### src/hdl/lfe_pkg.sv
// Shared types and constants for the x86 lazy flag evaluator.
// No dependencies; every other file in hdl/ refers to this package.
`timescale 1ns / 1ps

package lfe_pkg;

  localparam int unsigned DataW = 64;

  typedef logic [DataW-1:0] word_t;

  typedef enum logic [2:0] {
    KIND_ADD   = 3'd0,
    KIND_ADC   = 3'd1,
    KIND_SUB   = 3'd2,
    KIND_SBB   = 3'd3,
    KIND_NEG   = 3'd4,
    KIND_INC   = 3'd5,
    KIND_DEC   = 3'd6,
    KIND_LOGIC = 3'd7
  } kind_t;

  typedef enum logic [1:0] {
    SIZE_8  = 2'd0,
    SIZE_16 = 2'd1,
    SIZE_32 = 2'd2,
    SIZE_64 = 2'd3
  } size_sel_t;

  // Stage 1 -> stage 2: operands cut to the operand size.
  typedef struct packed {
    logic  valid;
    kind_t kind;
    word_t a;
    word_t b;
    word_t r;
    word_t m;   // size mask
    word_t sb;  // sign bit at size
  } mask_stage_t;

  // Stage 2 -> stage 3: compare and bit-test results.
  typedef struct packed {
    logic  valid;
    kind_t kind;
    logic  r_lt_a;
    logic  r_eq_a;
    logic  a_lt_b;
    logic  a_lt_r;
    logic  b_full;
    logic  r_zero;
    logic  r_is_sb;
    logic  r_is_sbm1;
    logic  nib_zero;
    logic  nib_full;
    logic  par;
    logic  aux_x;
    logic  of_add;
    logic  of_sub;
    logic  sign;
  } cmp_stage_t;

  function automatic word_t size_mask(input logic [1:0] sz);
    word_t m;
    begin
      unique case (size_sel_t'(sz))
        SIZE_8:  m = word_t'(64'h0000_0000_0000_00ff);
        SIZE_16: m = word_t'(64'h0000_0000_0000_ffff);
        SIZE_32: m = word_t'(64'h0000_0000_ffff_ffff);
        default: m = word_t'(64'hffff_ffff_ffff_ffff);
      endcase
      return m;
    end
  endfunction

  function automatic word_t size_sign(input logic [1:0] sz);
    word_t s;
    begin
      unique case (size_sel_t'(sz))
        SIZE_8:  s = word_t'(64'h0000_0000_0000_0080);
        SIZE_16: s = word_t'(64'h0000_0000_0000_8000);
        SIZE_32: s = word_t'(64'h0000_0000_8000_0000);
        default: s = word_t'(64'h8000_0000_0000_0000);
      endcase
      return s;
    end
  endfunction

endpackage

### src/hdl/x86_lazy_flag_evaluator_unit.sv
// Top level of the x86 lazy flag evaluator: three-stage flag pipeline.
// Depends on lfe_pkg, lfe_mask, lfe_cmp and lfe_sel.
`timescale 1ns / 1ps

// Computes CF, PF, AF, ZF, SF, OF for one recorded x86 ALU operation per
// transaction. A transaction is taken on any cycle where start is high; busy
// is always low, so one record can enter every clock. Each result is marked
// by done for one cycle, in input order. The pipeline is mask, compare,
// select, each stage registered; the 64-bit magnitude compares in the
// middle stage set the clock. Results must be captured when done is high.
module x86_lazy_flag_evaluator_unit (
  input  logic        clk,
  input  logic        rst,
  input  logic        start,
  output logic        busy,
  input  logic [2:0]  cmd,
  input  logic [1:0]  size,
  input  logic [63:0] op1,
  input  logic [63:0] op2,
  input  logic [63:0] res,
  output logic        done,
  output logic        cf,
  output logic        pf,
  output logic        af,
  output logic        zf,
  output logic        sf,
  output logic        of,
  output logic        cf_defined
);

  lfe_pkg::mask_stage_t s1;
  lfe_pkg::cmp_stage_t  s2;

  assign busy = 1'b0;

  lfe_mask u_mask (
    .clk      (clk),
    .rst      (rst),
    .in_valid (start & ~busy),
    .cmd      (cmd),
    .size     (size),
    .op1      (op1),
    .op2      (op2),
    .res      (res),
    .st       (s1)
  );

  lfe_cmp u_cmp (
    .clk (clk),
    .rst (rst),
    .si  (s1),
    .so  (s2)
  );

  lfe_sel u_sel (
    .clk        (clk),
    .rst        (rst),
    .si         (s2),
    .done       (done),
    .cf         (cf),
    .pf         (pf),
    .af         (af),
    .zf         (zf),
    .sf         (sf),
    .of         (of),
    .cf_defined (cf_defined)
  );

endmodule

### src/hdl/lfe_mask.sv
// Stage 1: cuts operands and result to the operand size.
// Depends on lfe_pkg.
`timescale 1ns / 1ps

module lfe_mask (
  input  logic               clk,
  input  logic               rst,
  input  logic               in_valid,
  input  logic [2:0]         cmd,
  input  logic [1:0]         size,
  input  lfe_pkg::word_t     op1,
  input  lfe_pkg::word_t     op2,
  input  lfe_pkg::word_t     res,
  output lfe_pkg::mask_stage_t st
);

  lfe_pkg::word_t m;

  assign m = lfe_pkg::size_mask(size);

  always_ff @(posedge clk) begin
    if (rst) begin
      st.valid <= 1'b0;
    end else begin
      st.valid <= in_valid;
    end
    st.kind <= lfe_pkg::kind_t'(cmd);
    st.a    <= op1 & m;
    st.b    <= op2 & m;
    st.r    <= res & m;
    st.m    <= m;
    st.sb   <= lfe_pkg::size_sign(size);
  end

endmodule

### src/hdl/lfe_cmp.sv
// Stage 2: magnitude compares, equality tests, parity and overflow terms.
// Depends on lfe_pkg; fed by lfe_mask.
`timescale 1ns / 1ps

module lfe_cmp (
  input  logic                  clk,
  input  logic                  rst,
  input  lfe_pkg::mask_stage_t  si,
  output lfe_pkg::cmp_stage_t   so
);

  lfe_pkg::word_t axb;
  lfe_pkg::word_t axr;

  assign axb = si.a ^ si.b;
  assign axr = si.a ^ si.r;

  always_ff @(posedge clk) begin
    if (rst) begin
      so.valid <= 1'b0;
    end else begin
      so.valid <= si.valid;
    end
    so.kind      <= si.kind;
    so.r_lt_a    <= si.r < si.a;
    so.r_eq_a    <= si.r == si.a;
    so.a_lt_b    <= si.a < si.b;
    so.a_lt_r    <= si.a < si.r;
    so.b_full    <= si.b == si.m;
    so.r_zero    <= si.r == '0;
    so.r_is_sb   <= si.r == si.sb;
    so.r_is_sbm1 <= si.r == (si.sb - lfe_pkg::word_t'(1));
    so.nib_zero  <= si.r[3:0] == 4'h0;
    so.nib_full  <= si.r[3:0] == 4'hf;
    so.par       <= ~^si.r[7:0];
    so.aux_x     <= axb[4] ^ si.r[4];
    so.of_add    <= |(~axb & axr & si.sb);
    so.of_sub    <= |(axb & axr & si.sb);
    so.sign      <= |(si.r & si.sb);
  end

endmodule

### src/hdl/lfe_sel.sv
// Stage 3: picks the flag formulas for the operation kind, drives the outputs.
// Depends on lfe_pkg; fed by lfe_cmp.
`timescale 1ns / 1ps

module lfe_sel (
  input  logic                 clk,
  input  logic                 rst,
  input  lfe_pkg::cmp_stage_t  si,
  output logic                 done,
  output logic                 cf,
  output logic                 pf,
  output logic                 af,
  output logic                 zf,
  output logic                 sf,
  output logic                 of,
  output logic                 cf_defined
);

  logic cf_next;
  logic af_next;
  logic of_next;
  logic cfd_next;

  always_comb begin
    cf_next  = 1'b0;
    af_next  = 1'b0;
    of_next  = 1'b0;
    cfd_next = 1'b1;
    unique case (si.kind)
      lfe_pkg::KIND_ADD: begin
        cf_next = si.r_lt_a;
        af_next = si.aux_x;
        of_next = si.of_add;
      end
      lfe_pkg::KIND_ADC: begin
        // carry in assumed one
        cf_next = si.r_lt_a | si.r_eq_a;
        af_next = si.aux_x;
        of_next = si.of_add;
      end
      lfe_pkg::KIND_SUB: begin
        cf_next = si.a_lt_b;
        af_next = si.aux_x;
        of_next = si.of_sub;
      end
      lfe_pkg::KIND_SBB: begin
        cf_next = si.a_lt_r | si.b_full;
        af_next = si.aux_x;
        of_next = si.of_sub;
      end
      lfe_pkg::KIND_NEG: begin
        cf_next = ~si.r_zero;
        af_next = ~si.nib_zero;
        of_next = si.r_is_sb;
      end
      lfe_pkg::KIND_INC: begin
        cfd_next = 1'b0;
        af_next  = si.nib_zero;
        of_next  = si.r_is_sb;
      end
      lfe_pkg::KIND_DEC: begin
        cfd_next = 1'b0;
        af_next  = si.nib_full;
        of_next  = si.r_is_sbm1;
      end
      lfe_pkg::KIND_LOGIC: begin
        cf_next = 1'b0;
      end
      default: begin
        cf_next = 1'b0;
      end
    endcase
  end

  always_ff @(posedge clk) begin
    if (rst) begin
      done <= 1'b0;
    end else begin
      done <= si.valid;
    end
    cf         <= cf_next;
    pf         <= si.par;
    af         <= af_next;
    zf         <= si.r_zero;
    sf         <= si.sign;
    of         <= of_next;
    cf_defined <= cfd_next;
  end

endmodule
### config.mk
export PLATFORM = sky130hd
export DESIGN_NAME = x86_lazy_flag_evaluator_unit
export DESIGN_NICKNAME = d
export VERILOG_FILES = /design/src/hdl/lfe_pkg.sv /design/src/hdl/x86_lazy_flag_evaluator_unit.sv /design/src/hdl/lfe_mask.sv /design/src/hdl/lfe_cmp.sv /design/src/hdl/lfe_sel.sv
export SDC_FILE = /design/constraint.sdc
export NUM_CORES = 1
export LEC_CHECK = 0
export BUFFER_PORTS_ARGS = -buffer_cell sky130_fd_sc_hd__buf_2
export CELL_PAD_IN_SITES_DETAIL_PLACEMENT = 1
export CELL_PAD_IN_SITES_GLOBAL_PLACEMENT = 1
export CORE_MARGIN = 2
export CORE_UTILIZATION = 35
export CTS_CLUSTER_DIAMETER = 30
export DETAILED_ROUTE_END_ITERATION = 8
export HOLD_SLACK_MARGIN = 0.05
export PLACE_DENSITY = 0.75
export SYNTH_ARGS = -nofsm -noshare
export SYNTH_HDL_FRONTEND = slang
export SYNTH_SLANG_ARGS = --single-unit
### constraint.sdc
create_clock -name clk -period 2 [get_ports clk]
set_clock_uncertainty 0.2 [all_clocks]
set_input_delay 0.6 -clock clk [delete_from_list [all_inputs] [get_ports clk]]
set_output_delay 0.6 -clock clk [all_outputs]
set_load 0.005 [all_outputs]
# After elaboration in Yosys (flattened, before gate mapping)
# Cells that the tools add are included.
totals:
  output_inout_bits: 9
  inputBits: 200
  register_bits: 351
  word_cells: 84
op_classes:
  n_bitwise: 16
  addsub: 1
  reduce_logical: 13
  order_cmp: 3
  muxes: 6
  n_eq_ne: 13
ops:
  columns: ["cell", "n"]
  rows:
  - ["$and A64 B64 Y64", 8]
  - ["$pmux W64 S3", 2]
  - ["$eq A64 B64 Y1", 4]
  - ["$lt A64 B64 Y1", 3]
  - ["$reduce_or A64 Y1", 3]
  - ["$xor A64 B64 Y64", 2]
  - ["$logic_not A64 Y1", 1]
  - ["$not A64 Y64", 1]
  - ["$sub A64 B1 Y64 const B", 1]
  - ["$eq A3 B3 Y1 const B", 3]
  - ["$pmux W1 S4", 2]
  - ["$reduce_or A2 Y1", 4]
  - ["$reduce_xnor A8 Y1", 1]
  - ["$eq A3 B2 Y1 const B", 2]
  - ["$pmux W1 S5", 1]
  - ["$eq A4 B4 Y1 const B", 1]
  - ["$logic_not A4 Y1", 1]
  - ["$reduce_or A4 Y1", 1]
  - ["$eq A3 B1 Y1 const B", 1]
  - ["$logic_not A3 Y1", 1]
  - ["$eq A2 B1 Y1 const B", 1]
  - ["$eq A2 B2 Y1 const B", 1]
  - ["$logic_not A2 Y1", 1]
  - ["$not A1 Y1", 2]
  - ["other kinds (3)", 4]

# Longest topological paths before layout
# Gate-level depths: netlist of the first run.
logic_depth:
  ltp_word: 5
  mapped_depth: 8
  ltp_nobuf: 8

# Hierarchy
# A second synthesis of the first run with hierarchy kept.
hier_totals:
  hier_cells: 1753
  hier_area_um2: 15675.0
by_module_without_submodules:
  columns: ["module", "n_inst", "seq_area_each_um2", "cells_per_inst", "area_each_um2"]
  rows:
  - ["lfe_cmp", 1, 380.4, 1190, 9054.9]
  - ["lfe_mask", 1, 4043.9, 534, 6297.3]
  - ["lfe_sel", 1, 160.2, 27, 311.5]
  - ["x86_lazy_flag_evaluator_unit", 1, 0.0, 2, 11.3]

# Worst setup path after synthesis of the first run
# No wires, ideal clock.
synth_path:
  kind: "register to register"
  start: "register u_mask.st[257] in the netlist's numbering"
  end: "register u_cmp.so[11] in the netlist's numbering"
  path_stages_with_launch: 9
  setup_slack_ns: -0.129
  synth_period_minus_slack_ns: 2.129
  required_ns: 1.674
  arrival_ns: 1.803
  path_buffers: 0
  path_cell_list: "dfxtp_1 inv_1 ha_1 nor2b_1 o211ai_1 a2111oi_0 or4_1 a311oi_1 a21oi_1"
synth_via:
  elab_chain_cells: 1
synth_rtl:
  columns: ["element", "line_no", "rtl"]
  rows:
  - ["from (decl)", "lfe_mask.sv:14", "output lfe_pkg::mask_stage_t st"]
  - ["$lt A64 B64 Y1", "lfe_cmp.sv:28", "so.a_lt_r <= si.a < si.r;"]
  - ["to (decl)", "lfe_cmp.sv:9", "output lfe_pkg::cmp_stage_t so"]
# No other way between the ends.
# A chain may end at the register's enable or synchronous reset.

# Final worst setup path of the first run
layout_path:
  start: "register u_mask.st[207] in the netlist's numbering"
  end: "register u_cmp.so[12] in the netlist's numbering"
layout_via:
  elab_chain_cells: 1
layout_rtl:
  columns: ["element", "line_no", "rtl"]
  rows:
  - ["$lt A64 B64 Y1", "lfe_cmp.sv:27", "so.a_lt_b <= si.a < si.b;"]
# No other way between the ends.

==> summary.txt, run 1 <==
Synth
  – Mapped Cells: 1,061
  – YS warnings: 0
  – Flops & latches, synth: 229
  – Post-synth EDFFs: 0
  – Syn_nets: 1,401
  – Top cells by area, synth: dfxtp_1 (45%), ha_1 (17%), and3_1 (6.2%)
  – Synth area leader: dfxtp_1
  – Asr flop ratio synth: 0%
  – Top-area cell type share of the netlist area: 45.2%
  – Post-Syn Area: 10,100 sq um
  – Cell variety after synth: 53
  – Synth Area per Inst: 9.55 sq um
  – Sequential element share of the synthesized area: 45.2%
  – Ys flop type: dfxtp_1

Routing
  – Post-DR vias/cell: 4.94
  – DRT iter0 DRCs: 404
  – Wire per inst: 19.3 um
  – Drt pass-1 iters: 5
  – Final ANT Viol Nets: 0
  – Aggregate routed wire length: 36,200 um
  – Remaining DRCs: 0
  – Vias: 9,294

STA
  – Final worst slack: -0.451 ns
  – Crit path time final: 2.45 ns
  – Final Hold Fails: 0
  – RSZ-0062 raised after global routing: yes
  – Part of the cycle the worst path needs: 123%
  – Top achievable clock speed: 0.408 GHz
  – Rel. slew slack: 63.6%
  – Worst Tran Pin Value: 0.543 ns
  – Setup Viol. Count Final: 6
  – Fin. max-slew vios: 0

Clocking
  – Htree depth: 2
  – Skew-Pair Late Insertion Delay: 0.54 ns
  – Clk sinks: 229
  – Deepest clock path buffer count: 3
  – CTS clk-pin slew, worst paths: 0.05 ns
  – TritonCTS clock tree: done
  – Root Driver: clkbuf_16
  – CTS Buf Count: 47

Global route
  – Gr usage total: 23.1%
  – Initial antenna violation count: 2
  – Largest net degree at the start of global routing: 94
  – Vias in the first global route: 10,735
  – Total grt overflow: 0
  – First-pass GRT wire length: 55,200 um

Worst hold path
  – Hold depth: 2
  – Hold endpoint: u_mask.st[274]
  – Hold WC Path Type: in2reg
  – Worst Hold Launch: op1[18]

Place
  – Number of port buffers: 207
  – DPL Wire Length: 24,100 um
  – Final GP Congestion: 0.840
  – Post-Place Cell Area: 12,600 sq um

Floorplan
  – IO Count: 209
  – Initial core utilization: 35.4%
  – Core Area: 28,600 sq um
  – Die Area: 30,300 sq um
  – Die X: 174 um
  – Site Rows: 62
  – Die height: 174 um

Power and ir drop
  – Leak: 7.29 nW
  – Max IR drop VDD: 0.602 mV
  – Pwr per Cell Area: 969 nW/um^2
  – Pwr Total: 14.9 mW

Critical path
  – Reg-to-reg slack, setup: -0.45 ns
  – Worst Setup End Kind: flop
  – WP data required: 2.25 ns
  – WS Path Type: reg2reg
  – Cells on worst reg2reg path: 9
  – RR Startpoint: u_mask.st[207]
  – CP Launch Type: flop
  – Crit-path max FO: 4
  – Critical R2R Capture: u_cmp.so[12]
  – CP Data Arrival Time: 2.70 ns

Run status
  – Status: complete, but fails checks
  – Failing checks: negative setup slack

Cells and area
  – Share of post-route cells with drive strength above 1: 39.5%
  – Nets: 1,799
  – Area growth, synth to finish: 51.5%
  – Final instance area: 15,300 sq um

Job
  – MaxCap Viol Count: 0
-- cell usage after synthesis, types with 2 or more instances --
| cell | number |
|---|---|
| nor3_2 | 2 |
| o211ai_1 | 2 |
| nand2b_1 | 2 |
| or3_1 | 2 |
| xor2_1 | 3 |
| a21boi_0 | 2 |
| a2111oi_0 | 2 |
| o21ai_1 | 2 |
| nand3_1 | 26 |
| or4_1 | 10 |
| nand3b_1 | 4 |
| inv_1 | 140 |
| o21ai_0 | 15 |
| clkbuf_1 | 32 |
| nand2_1 | 35 |
| nor3_1 | 14 |
| a21oi_1 | 54 |
| a211oi_1 | 6 |
| a31oi_1 | 4 |
| and4b_1 | 2 |
| nor4_1 | 24 |
| xnor2_1 | 6 |
| ha_1 | 140 |
| and3_1 | 100 |
| nor2b_1 | 31 |
| a41oi_1 | 5 |
| nand4_1 | 48 |
| a221oi_1 | 3 |
| dfxtp_1 | 229 |
| and2_1 | 52 |
| nor2_1 | 27 |
| a21o_1 | 13 |
| and4_1 | 3 |
| a221o_1 | 2 |
-- critical path, cell delays in order, from the launching register on --
cell,delay (ns)
dfxtp_1,0.33
buf_4,0.12
inv_1,0.04
ha_1,0.35
a21oi_1,0.26
o21ai_0,0.22
a211oi_2,0.31
buf_4,0.17
o211ai_1,0.16
a211oi_1,0.23
-- final cells by class --
class                   instances  area [sq um]
flip-flops and latches        229          4660
fillers                      3142         13300
clock inverters                27           358
repair buffers                383          2490
inverters                     140           528
clock buffers                  58          1270
diodes                          3          7.51
multi-input cells             658          5560
well taps                     384           480
-- cell families (layout without fill, tap and decap cells) --
logic type	Yosys count	count (layout)	share of synthesized area (%)
other cells	1	4	0.0370
buf+inv	174	608	6.49
flops	229	229	45.2
compound gates	120	120	7.52
xor+xnor	9	9	0.778
simple gates	387	387	22.4
mux	1	1	0.222
fa+ha+maj	140	140	17.3
-- metrics by stage --
step	cells	util, %	TNS, ns	hold slack (ns)	setup WS, ns
3_3_place_gp	1752	44.0	-1.79	0.112	-0.542
3_5_place_dp	1752	44.0	-2.19	0.115	-0.529
2_1_floorplan	1061	-	-0.302	0.110	-0.127
4_1_cts	1874	52.8	-1.10	0.0585	-0.356
5_1_grt	1879	53.6	-2.13	0.0724	-0.525
6_report	1882	53.6	-1.74	0.0733	-0.451
-- power breakdown --
part | leakage (nW) | internal [mW] | total [mW] | switching, mW
clock | 0.776 | 5.40 | 7.95 | 2.55
sequential | 1.91 | 4.84 | 5.04 | 0.191
combinational | 4.60 | 0.963 | 1.88 | 0.921
-- layer usage --
metal | up-vias | global-route usage (%) | routed length [um]
li1 | 4509 | - | -
met1 | 4385 | 25.2 | 14300
met2 | 282 | 42.1 | 18500
met3 | 118 | 4.31 | 1570
met4 | 0 | 13.0 | 1880
met5 | - | 0 | 0
-- worst max-delay path by stage --
stage / start / endpoint
2_1_floorplan: u_mask.st[257] / u_cmp.so[11]
3_3_place_gp: u_mask.st[194] / u_cmp.so[12]
3_5_place_dp: u_mask.st[194] / u_cmp.so[12]
4_1_cts: u_mask.st[258] / u_cmp.so[12]
5_1_grt: u_mask.st[207] / u_cmp.so[12]
6_report: u_mask.st[207] / u_cmp.so[12]
-- cells in the final DEF (no fill, tap or decap), types with 8 or more instances in the layout --
| master | instances |
|---|---|
| buf_2 | 206 |
| dfxtp_1 | 177 |
| buf_4 | 142 |
| inv_1 | 120 |
| ha_1 | 110 |
| and3_1 | 100 |
| and2_1 | 51 |
| dfxtp_2 | 49 |
| nand4_1 | 48 |
| clkbuf_16 | 47 |
| a21oi_1 | 44 |
| nand2_1 | 32 |
| nor2b_1 | 31 |
| ha_4 | 29 |
| dlygate4sd3_1 | 28 |
| nand3_1 | 26 |
| nor2_1 | 25 |
| inv_2 | 19 |
| nor4_1 | 16 |
| a21o_1 | 13 |
| nor3_1 | 11 |
| o21ai_0 | 11 |
| a21oi_2 | 8 |
-- state kept, by name, summed over array words and instances, names as in the netlist --
name and count:
u_sel.af 1, u_sel.of 1, u_sel.pf 1, u_sel.sf 1, u_sel.done 1, u_cmp.so 19
u_sel.cf 1, u_sel.cf_defined 1, u_sel.zf 1, u_mask.st 202
-- repair_timing --
item	in CTS	in global routing
gates cloned	0	0
pin swaps	50	27
endpoints found under the hold margin	29	0
hold buffers	28	0
endpoints found under the setup margin	8	8
buffers inserted	11	6
resized for setup	121	53
No activity file was read; power rests on OpenSTA's default activity.
==> run 2, diff against run 1 <==
- SETUP_SLACK_MARGIN: not set -> 0.1
==> run 2 against run 1 <==
The flow still finishes with violations (negative setup slack). Clock power is 6.0% higher. Count of clock-buffer cells in the layout did not move. Worst setup slack lost 0.087 ns. Worst hold slack worse by 0.0022 ns. Design area rose by 0.88%. Critical path type unchanged. Critical endpoint is now u_cmp.so[11]. Largest power group unchanged.
==> summary.txt, run 2 (synthesized netlist as in run 1, its figures left out) <==
Run status
  – Status: complete, but fails checks
  – Failing checks: negative setup slack

Power and ir drop
  – Leak: 7.37 nW
  – Pwr Total: 15.4 mW
  – Max IR drop VDD: 0.950 mV
  – Pwr per Cell Area: 993 nW/um^2

Place
  – Post-Place Cell Area: 12,600 sq um
  – DPL Wire Length: 24,000 um
  – Inst Count DP: 1,754
  – Number of port buffers: 207
  – Final GP Congestion: 0.839

Critical path
  – CP Launch Type: flop
  – Worst path slowest cell: or4_4
  – CP Data Arrival Time: 2.72 ns
  – Worst Setup End Kind: flop
  – WS Path Type: reg2reg
  – Crit-path max FO: 2
  – Top delay family on crit path: compound AO/OA/AOI/OAI gates
  – WP data required: 2.19 ns
  – Max incr delay on CP: 0.59 ns
  – CP bufs+invs: 1
  – CP Cell Sequence: inv_1 > ha_1 > a21oi_1 > o21ai_1 > a22o_1 > or4_4 > a311oi_4 > a21oi_2

Global route
  – Total grt overflow: 0
  – First-pass GRT wire length: 56,300 um
  – Largest net degree at the start of global routing: 98
  – Vias in the first global route: 10,675
  – Initial antenna violation count: 2
  – Gr usage total: 23.6%

Cells and area
  – Top Registers: u_mask.st (202), u_cmp.so (19)
  – Commonest non-fill, non-tap cell in the layout: buf_2
  – Final instance area: 15,500 sq um
  – Commonest non-fill, non-tap cells in the layout: buf_2 (206), dfxtp_1 (178), buf_4 (146)
  – Share of post-route cells with drive strength above 1: 40.5%
  – Max reg flops: 202
  – Area growth, synth to finish: 52.8%
  – Layout Cells excl Fill: 1,888
  – Nets: 1,804
  – Layout fillers: 3,168
  – Register with the most flip-flops: u_mask.st
  – Post-layout util: 54.1%

Floorplan
  – Site Rows: 62
  – Initial core utilization: 35.4%
  – Die X: 174 um
  – Die Area: 30,300 sq um
  – Die height: 174 um
  – IO Count: 209
  – Core Area: 28,600 sq um

STA
  – Top achievable clock speed: 0.394 GHz
  – Setup TNS: -1.76 ns
  – Rel. slew slack: 66.4%
  – Part of the cycle the worst path needs: 127%
  – Setup Viol. Count Final: 6
  – Final worst slack: -0.538 ns
  – RSZ-0062 raised after global routing: yes
  – Worst Tran Pin Value: 0.499 ns
  – Fin. max-slew vios: 0
  – Final Hold Fails: 0
  – Crit path time final: 2.54 ns

Clocking
  – Htree depth: 2
  – Root Driver: clkbuf_16
  – Deepest clock path buffer count: 3
  – Skew-Pair Late Insertion Delay: 0.52 ns
  – TritonCTS clock tree: done
  – Clk sinks: 229
  – CTS Buf Count: 49
  – CTS clk-pin slew, worst paths: 0.06 ns

Routing
  – Post-DR vias/cell: 5.04
  – Remaining DRCs: 0
  – Aggregate routed wire length: 37,600 um
  – Vias: 9,522
  – DRT iter0 DRCs: 404
  – Wire per inst: 19.9 um
  – Final ANT Viol Nets: 0
  – Drt pass-1 iters: 4

Worst hold path
  – Hold WC Path Type: in2reg

Job
  – MaxCap Viol Count: 0
## run 2: worst paths after layout
check	start	end	slack (ns)	depth (start not counted)
setup / recovery	u_mask.st[260]	u_cmp.so[11]	-0.54	8
hold / removal	op1[20]	u_mask.st[276]	0.07	2
setup reg to reg	u_mask.st[260]	u_cmp.so[11]	-0.54	8
hold reg to reg	u_cmp.so[0]	u_sel.sf	0.14	0
## run 2: per-stage QoR
step | hold slack [ns] | worst slack, ns
finish | 0.0711 | -0.538
detailed placement | 0.119 | -0.434
global placement | 0.112 | -0.360
CTS | 0.0550 | -0.302
global route | 0.0726 | -0.641
floorplan | 0.110 | -0.127
## run 2: what timing repair did
| action | CTS | global route |
|---|---|---|
| endpoints found under the setup margin | 8 | 9 |
| pin swaps | 46 | 36 |
| gates resized for setup | 109 | 79 |
| setup buffers | 10 | 7 |
| hold endpoints to repair | 27 | 0 |
| hold buffers | 27 | 0 |
| gates cloned | 0 | 0 |
## run 2: cell type report
cell class                      count  area, sq um  area share, %
Tap cell                          384          480           3.10
Antenna cell                        2         5.00         0.0323
Timing Repair Buffer              386         2490           16.1
Multi-Input combinational cell    658         5590           36.1
Sequential cell                   229         4650           30.1
Clock buffer                       58         1320           8.53
Clock inverter                     31          407           2.63
Inverter                          140          533           3.44
## run 2: report_power, final
group	leakage [nW]	total [mW]	switching [mW]	internal (mW)
Sequential	1.91	5.04	0.201	4.84
Clock	0.854	8.43	2.76	5.67
Combinational	4.61	1.90	0.928	0.977
## run 2: routing by layer
layer | global-route usage (%) | routed length [um] | vias to the layer above
met5 | 0 | 0 | -
met4 | 12.3 | 2040 | 0
met3 | 4.88 | 1850 | 130
met2 | 43.2 | 19300 | 315
met1 | 25.6 | 14400 | 4559
li1 | - | - | 4518
==> run 3, diff against run 2 <==
- RECOVER_POWER: not set -> 50
- SLEW_MARGIN: not set -> 0
==> run 3 against run 2 <==
The run still ends with negative setup slack left. Count of clock-buffer cells in the layout did not move. Register-to-register slack about the same. Die area is the same. Sequential share of layout area up 0.058 points. Worst setup slack gained 0.0031 ns. Worst hold slack worse by 0.00098 ns. Design area is 0.19% lower. Total power is essentially flat. Largest power group unchanged. Via count rose by 0.15%.
==> summary.txt, run 3 (synthesized netlist as in run 1, its figures left out) <==
Run status
  – Status: complete, but fails checks
  – Failing checks: negative setup slack

Routing
  – Vias: 9,536
  – DRT iter0 DRCs: 403
  – Post-DR vias/cell: 5.05
  – Aggregate routed wire length: 37,600 um
  – Remaining DRCs: 0
  – Final ANT Viol Nets: 0
  – Wire per inst: 19.9 um
  – Drt pass-1 iters: 4

Place
  – Final GP Congestion: 0.839
  – DPL Wire Length: 24,000 um
  – Inst Count DP: 1,754
  – Number of port buffers: 207

Cells and area
  – Nets: 1,804
  – Register with the most flip-flops: u_mask.st
  – Layout Cells excl Fill: 1,888
  – Top Registers: u_mask.st (202), u_cmp.so (19)
  – Share of post-route cells with drive strength above 1: 40.0%
  – Layout fillers: 3,174
  – Commonest non-fill, non-tap cell in the layout: buf_2
  – Area growth, synth to finish: 52.5%
  – Area occupied by multi-input gates: 5590 sq um
  – Max reg flops: 202
  – Commonest non-fill, non-tap cells in the layout: buf_2 (199), dfxtp_1 (178), buf_4 (144)
  – FF+latch area: 4650 sq um

Global route
  – Total grt overflow: 0
  – First-pass GRT wire length: 56,300 um
  – Gr usage total: 23.6%
  – Initial antenna violation count: 2
  – Largest net degree at the start of global routing: 98
  – Vias in the first global route: 10,675

STA
  – Worst Tran Pin Value: 0.755 ns
  – Top achievable clock speed: 0.394 GHz
  – Setup Viol. Count Final: 7
  – RSZ-0062 raised after global routing: yes
  – Final worst slack: -0.535 ns
  – Part of the cycle the worst path needs: 127%
  – Final Hold Fails: 0
  – Crit path time final: 2.53 ns
  – Fin. max-slew vios: 0
  – Rel. slew slack: 49.7%

Critical path
  – Max incr delay on CP: 0.59 ns
  – Critical path depth: 8
  – Worst Setup End Kind: flop
  – Critical R2R Capture: u_cmp.so[11]
  – CP Cell Sequence: inv_1 > ha_1 > a21oi_1 > o21ai_1 > a22o_1 > or4_4 > a311oi_4 > a21oi_2
  – RR Startpoint: u_mask.st[260]
  – CP bufs+invs: 1
  – Cells on worst reg2reg path: 8
  – WP data required: 2.19 ns
  – CP Launch Type: flop
  – WS Path Type: reg2reg
  – CP Data Arrival Time: 2.72 ns
  – Worst path slowest cell: or4_4
  – Top delay family on crit path: compound AO/OA/AOI/OAI gates
  – Reg-to-reg slack, setup: -0.53 ns
  – Crit-path max FO: 2

Floorplan
  – Core Area: 28,600 sq um
  – Site Rows: 62
  – IO Count: 209
  – Die X: 174 um
  – Die height: 174 um
  – Initial core utilization: 35.4%
  – Die Area: 30,300 sq um

Power and ir drop
  – Leak: 7.32 nW
  – Pwr per Cell Area: 995 nW/um^2
  – Pwr Total: 15.4 mW
  – Max IR drop VDD: 0.955 mV

Worst hold path
  – Worst Hold Launch: op1[20]
  – Hold depth: 2
  – Hold endpoint: u_mask.st[276]
  – Hold WC Path Type: in2reg

Clocking
  – CTS Buf Count: 49
  – Htree depth: 2
  – Skew-Pair Late Insertion Delay: 0.53 ns
  – CTS clk-pin slew, worst paths: 0.06 ns
  – Root Driver: clkbuf_16
  – Deepest clock path buffer count: 3
  – Clk sinks: 229
  – TritonCTS clock tree: done

Job
  – MaxCap Viol Count: 0
-- run 3: changes by cell type in the layout (fill, tap and decap cells not counted) --
cell,previous run,this run
clkbuf_1,3,11
buf_2,206,199
buf_4,146,144
and2_1,51,25
buf_12,2,1
clkbuf_2,0,2
and2_0,0,26
-- run 3: per-layer routing --
metal	vias up	routed length, um	part of all wire [%]	global-route usage (%)
met5	-	0	0	0
met4	0	2110	5.6	12.3
met3	136	1840	4.9	4.88
met2	302	19300	51	43.2
met1	4577	14400	38	25.6
li1	4521	-	-	-
-- run 3: layout make-up --
cell class | instances | area share [%]
clock buffer | 58 | 8.54
inverter | 140 | 3.45
antenna | 2 | 0.0324
clock inverter | 31 | 2.63
tap | 384 | 3.11
timing repair buffer | 386 | 15.9
multi-input combinational | 658 | 36.2
sequential | 229 | 30.1
-- run 3: worst reg2reg max path, cell delays in order, from the launching register on --
cell and delay (ns):
dfxtp_2 0.34, inv_1 0.06, ha_1 0.21, a21oi_1 0.24, o21ai_1 0.12, a22o_1 0.20
or4_4 0.59, a311oi_4 0.33, a21oi_2 0.12
-- run 3: stage by stage --
step           utilization (%)  area (sq um)  hold WS [ns]  TNS, ns  setup slack [ns]
6_report                  54.0         15500        0.0701    -1.76            -0.535
5_1_grt                   54.0         15500        0.0726    -4.56            -0.641
4_1_cts                   52.8         15100        0.0550    -1.21            -0.302
3_5_place_dp              43.9         12600         0.119    -2.09            -0.434
3_3_place_gp              43.9         12600         0.112    -1.73            -0.360
2_1_floorplan                -         10100         0.110   -0.302            -0.127
-- run 3: report_power, final --
group	leakage (nW)	internal [mW]	switching [mW]
combinational	4.56	0.968	0.927
clock	0.854	5.67	2.76
sequential	1.91	4.84	0.202
-- run 3: repair_timing --
item / CTS / global route
setup endpoints to repair: 8 / 9
cloned: 0 / 0
setup buffers: 10 / 7
resized for setup: 109 / 79
hold endpoints to repair: 27 / 0
hold buffers: 27 / 0
pin swaps: 46 / 36
-- run 3: worst max path at each step --
stage	startpoint	endpoint	slack, ns
floorplan	u_mask.st[257]	u_cmp.so[11]	-0.13
global placement	u_mask.st[227]	u_cmp.so[12]	-0.36
detailed placement	u_mask.st[225]	u_cmp.so[12]	-0.43
CTS	u_mask.st[228]	u_cmp.so[12]	-0.30
global route	u_mask.st[133]	u_cmp.so[11]	-0.64
finish	u_mask.st[260]	u_cmp.so[11]	-0.53
